**src/bfa_ram.sv**
```systemverilog
// ----------------------------------------------------------------------------
// bfa_ram
// Generic single-write, single-read RAM with a registered read port.
// ----------------------------------------------------------------------------
module bfa_ram #(
    parameter int WIDTH = 32,
    parameter int DEPTH = 128
) (
    input  logic                     clk,
    input  logic                     we,
    input  logic [$clog2(DEPTH)-1:0] waddr,
    input  logic [WIDTH-1:0]         wdata,
    input  logic [$clog2(DEPTH)-1:0] raddr,
    output logic [WIDTH-1:0]         rdata
);

    logic [WIDTH-1:0] mem [DEPTH];
    logic [WIDTH-1:0] rdata_reg;

    always_ff @(posedge clk)
    begin
        if (we)
        begin
            mem[waddr] <= wdata;
        end
        rdata_reg <= mem[raddr];
    end

    assign rdata = rdata_reg;

endmodule

```
**config.mk**
```make
export PLATFORM = sky130hd
export DESIGN_NAME = bfa_ram
export DESIGN_NICKNAME = d
export VERILOG_FILES = /design/src/bfa_ram.sv
export SDC_FILE = /design/constraint.sdc
export NUM_CORES = 2
export LEC_CHECK = 0
export BUFFER_PORTS_ARGS = -buffer_cell sky130_fd_sc_hd__buf_2
export CORE_UTILIZATION = 60
export CTS_BUF_LIST = sky130_fd_sc_hd__clkbuf_4
export CTS_CLUSTER_DIAMETER = 50
export DETAILED_ROUTE_END_ITERATION = 8
export PLACE_DENSITY = 0.79
export SYNTH_ARGS = -nofsm -noshare
export SYNTH_HDL_FRONTEND = slang
export SYNTH_SLANG_ARGS = --single-unit
```
**constraint.sdc**
```tcl
create_clock -name clk -period 4.6 [get_ports clk]
set_clock_uncertainty 0.1 [all_clocks]
set_input_delay 0.23 -clock clk [delete_from_list [all_inputs] [get_ports clk]]
set_output_delay 0.23 -clock clk [all_outputs]
set_load 0.01 [all_outputs]
```
==> flow_summary_export.csv <==
group,metric,value,unit
run_status,status,"finished, final reports clean",
synth,synthCells,5990,
sta,finalSetupTns,0,ns
drt,post_drt_via_cell_ratio,6.759,
die,rows,186,
synth,ys_seq_area_frac,0.7912,
place,dp_hpwl,224.7,mm
global_route,track_usage,0.3151,
worst_setup_path,worst-setup-path-type,"primary input to flip-flop",
sta,worst_pin_slew,1.101,ns
synth,synth.distinct_cells,17,
worst_setup_path,cp_top_family,"buffers and inverters",
synth,postSynthAreaPerCell,26.09,um2
worst_setup_path,critPathMaxFanout,27,
drt,via_count,76436,
sta,fmax,253.9,MHz
global_route,grt_remaining_overflow,0,
sta,setup_viol,0,
die,start_util,0.6061,
power_and_ir_drop,p_leak,56.10,nW
die,die_h,512.4,um
sta,relSlewSlack,0.2662,
worst_setup_path,cpMostUsedCell,"dlygate4sd3_1",
global_route,grt_max_degree,82,
power_and_ir_drop,p_clk_frac,0.384,
synth,synth_nets,6038,
power_and_ir_drop,power_density,419.2,nW/um2
cells_and_area,layout_common_cells,"4,096 x edfxtp_1, 1,344 x mux4_2, 1,344 x clkbuf_4",
cells_and_area,fin_cells,11308,
cts,cts_made_buffers,940,
worst_setup_path,worstPathArrival,4.86,ns
global_route,met1_usage,0.4171,
place,place_area,164000,um2
drt,drc,0,
cts,clockBufferDepth,4,
die,core,257900,um2
worst_setup_path,worstPathRequired,5.52,ns
global_route,grt_most_used_layer,"met2",
cells_and_area,largest_register_ffs,4096,
sta,hold_ws,0.08143,ns
cts,post-cts-setup-buffers,0,
cts,clock_latency,1.49,ns
sta,maxSlewViolCount,0,
place,dp.cells,9457,
worst_setup_path,slowest_delay,0.95,ns
place,place_congestion,0.8534,
worst_setup_path,startpoint_type,"primary input",
worst_setup_path,path_depth,8,
drt,routed_wl,408.1,mm
synth,yosys.area.top_type_share,0.7871,
cells_and_area,final_common_cell,"edfxtp_1",
sta,timing.final.hold_violations,0,
synth,yosysWarnings,0,
cells_and_area,fin_area,177900,um2
power_and_ir_drop,p_sw,16.99,mW
sta,rsz0062_at_grt,"no",
worst_setup_path,worst-r2r-cell-count,5,
power_and_ir_drop,comb_power_share,0.057,
drt,antenna_left,0,
cells_and_area,layout.nets,7190,
cts,cts.sinks,4128,
cts,cts-root-buf,"clkbuf_4",
hold_path,hold_path_class,"primary input to flip-flop",
worst_setup_path,timing.critical_path.buf_inv,5,
global_route,grt_use_met3,0.08948,
power_and_ir_drop,ir_worst_vdd,210.3,uV
power_and_ir_drop,switching_share,0.2279,
worst_setup_path,critPathSlowestCell,"dlygate4sd3_1",
place,portBuffers,79,
power_and_ir_drop,power_frac_seq,0.559,
die,dieArea,262500,um2
synth,syn_area,156300,um2
cts,clkSlewWorstSetupHoldPaths,0.07,ns
cts,cts_tree,"yes",
synth,ys_top_cells_by_area,"edfxtp_1 79%, mux4_2 19%, clkbuf_1 0.44%, dfxtp_1 0.41%, nor2_1 0.29%",
global_route,antenna_found_initial,49,
drt,wl_per_cell,36.09,um
die,ioPinCount,80,
cells_and_area,fin_util,0.6898,
drt,drtIter0Drc,12219,
drt,dr.pass1.iters,6,
synth,yosys.area.top_type,"edfxtp_1",
global_route,grt_pass1_vias,79032,
cells_and_area,layout-drive-gt1-share,0.4264,
cts,cts_resized,0,
synth,ys_ff_latch,4128,
worst_setup_path,critPathCaptureType,"flip-flop",
power_and_ir_drop,p_int,57.57,mW
cells_and_area,area_delta_synth_final,13.82,%
global_route,met2_usage,0.4932,
cts,htreeDepth,6,
worst_setup_path,crit_chain,"dlygate4sd3_1 -> buf_2 -> nor2_1 -> dlygate4sd3_1 -> nand2_1 -> dlygate4sd3_1 -> nor2_4 -> buf_4",
die,die_w,512.4,um
flow_run,maxCapViolations,0,
sta,period_share,0.8564,
global_route,grt_pass1_wl,573.8,mm
sta,min_period,3.939,ns
hold_path,hold_path_depth,5,
logic make-up after synthesis:
group,Yosys count,synth area share
flops,4128,0.7912
simple gates,170,0.004460
mux,1376,0.1960
buf+inv,316,0.008391
per-stage QoR:
step / setup WS [ns] / power (mW)
5_1_grt: 0.7025 / 76.66
3_3_place_gp: 0.8986 / 46.33
3_5_place_dp: 0.8948 / 46.45
4_1_cts: 0.9862 / 74.68
2_1_floorplan: 1.031 / 44.41
6_report: 0.6607 / 74.56
path summary, 6_finish.rpt:
path	startpoint	to	slack (ns)
worst max-delay path	waddr[3]	mem[71][7]	0.66
worst max register to register	mem[69][27]	rdata[27]	1.38
worst min register to register	mem[42][30]	rdata[30]	1.03
worst min-delay path	raddr[0]	rdata[12]	0.08
worst register-to-register path: stages (launching register included):
cell           delay, ns
edfxtp_1            0.38
mux4_2              0.50
mux4_2              0.61
mux4_2              0.65
mux2_2              0.31
dlygate4sd3_1       0.57
metal layers:
| metal | vias to the layer above | routed length, um | part of all wire |
|---|---|---|---|
| met5 | - | 84 | 0.00021 |
| met4 | 12 | 18500 | 0.045 |
| met3 | 858 | 58790 | 0.14 |
| met2 | 6387 | 197000 | 0.48 |
| met1 | 39795 | 133800 | 0.33 |
| li1 | 29384 | - | - |
synth_stat cells:
cell and number:
edfxtp_1 4096, mux4_2 1344, clkbuf_1 182, nor2_1 122, buf_2 79, buf_1 50, dfxtp_1 32, mux2_2 32
nand2_1 14, nand3_1 12, nor3_1 9, nor2b_1 7, buf_4 3, nand4_1 3, buf_6 2, nand2b_1 2
or3_1 1
area by class of cell:
| type | instances | area [um2] |
|---|---|---|
| antenna | 20 | 50.05 |
| tap | 3384 | 4234 |
| multi-input combinational | 1546 | 32280 |
| clock buffer | 1344 | 10090 |
| clock inverter | 360 | 1903 |
| sequential | 4128 | 123600 |
| timing repair buffer | 526 | 5665 |
| fill | 14346 | 79990 |
power groups by stage:
stage | Clock (mW) | Sequential, mW | Combinational, mW
after floorplan | 0 | 42.4 | 2.00
after global placement | 0 | 42.5 | 3.85
after detailed placement | 0 | 42.5 | 3.95
after CTS | 28.8 | 41.7 | 4.17
after global routing | 30.7 | 41.6 | 4.34
final | 28.7 | 41.7 | 4.25
what timing repair did:
item / in CTS / in global routing
endpoints found under the hold margin: 6587 / 0
hold buffers: 127 / 0
endpoints found under the setup margin: 0 / 0
No activity file was read; power rests on OpenSTA's default activity.
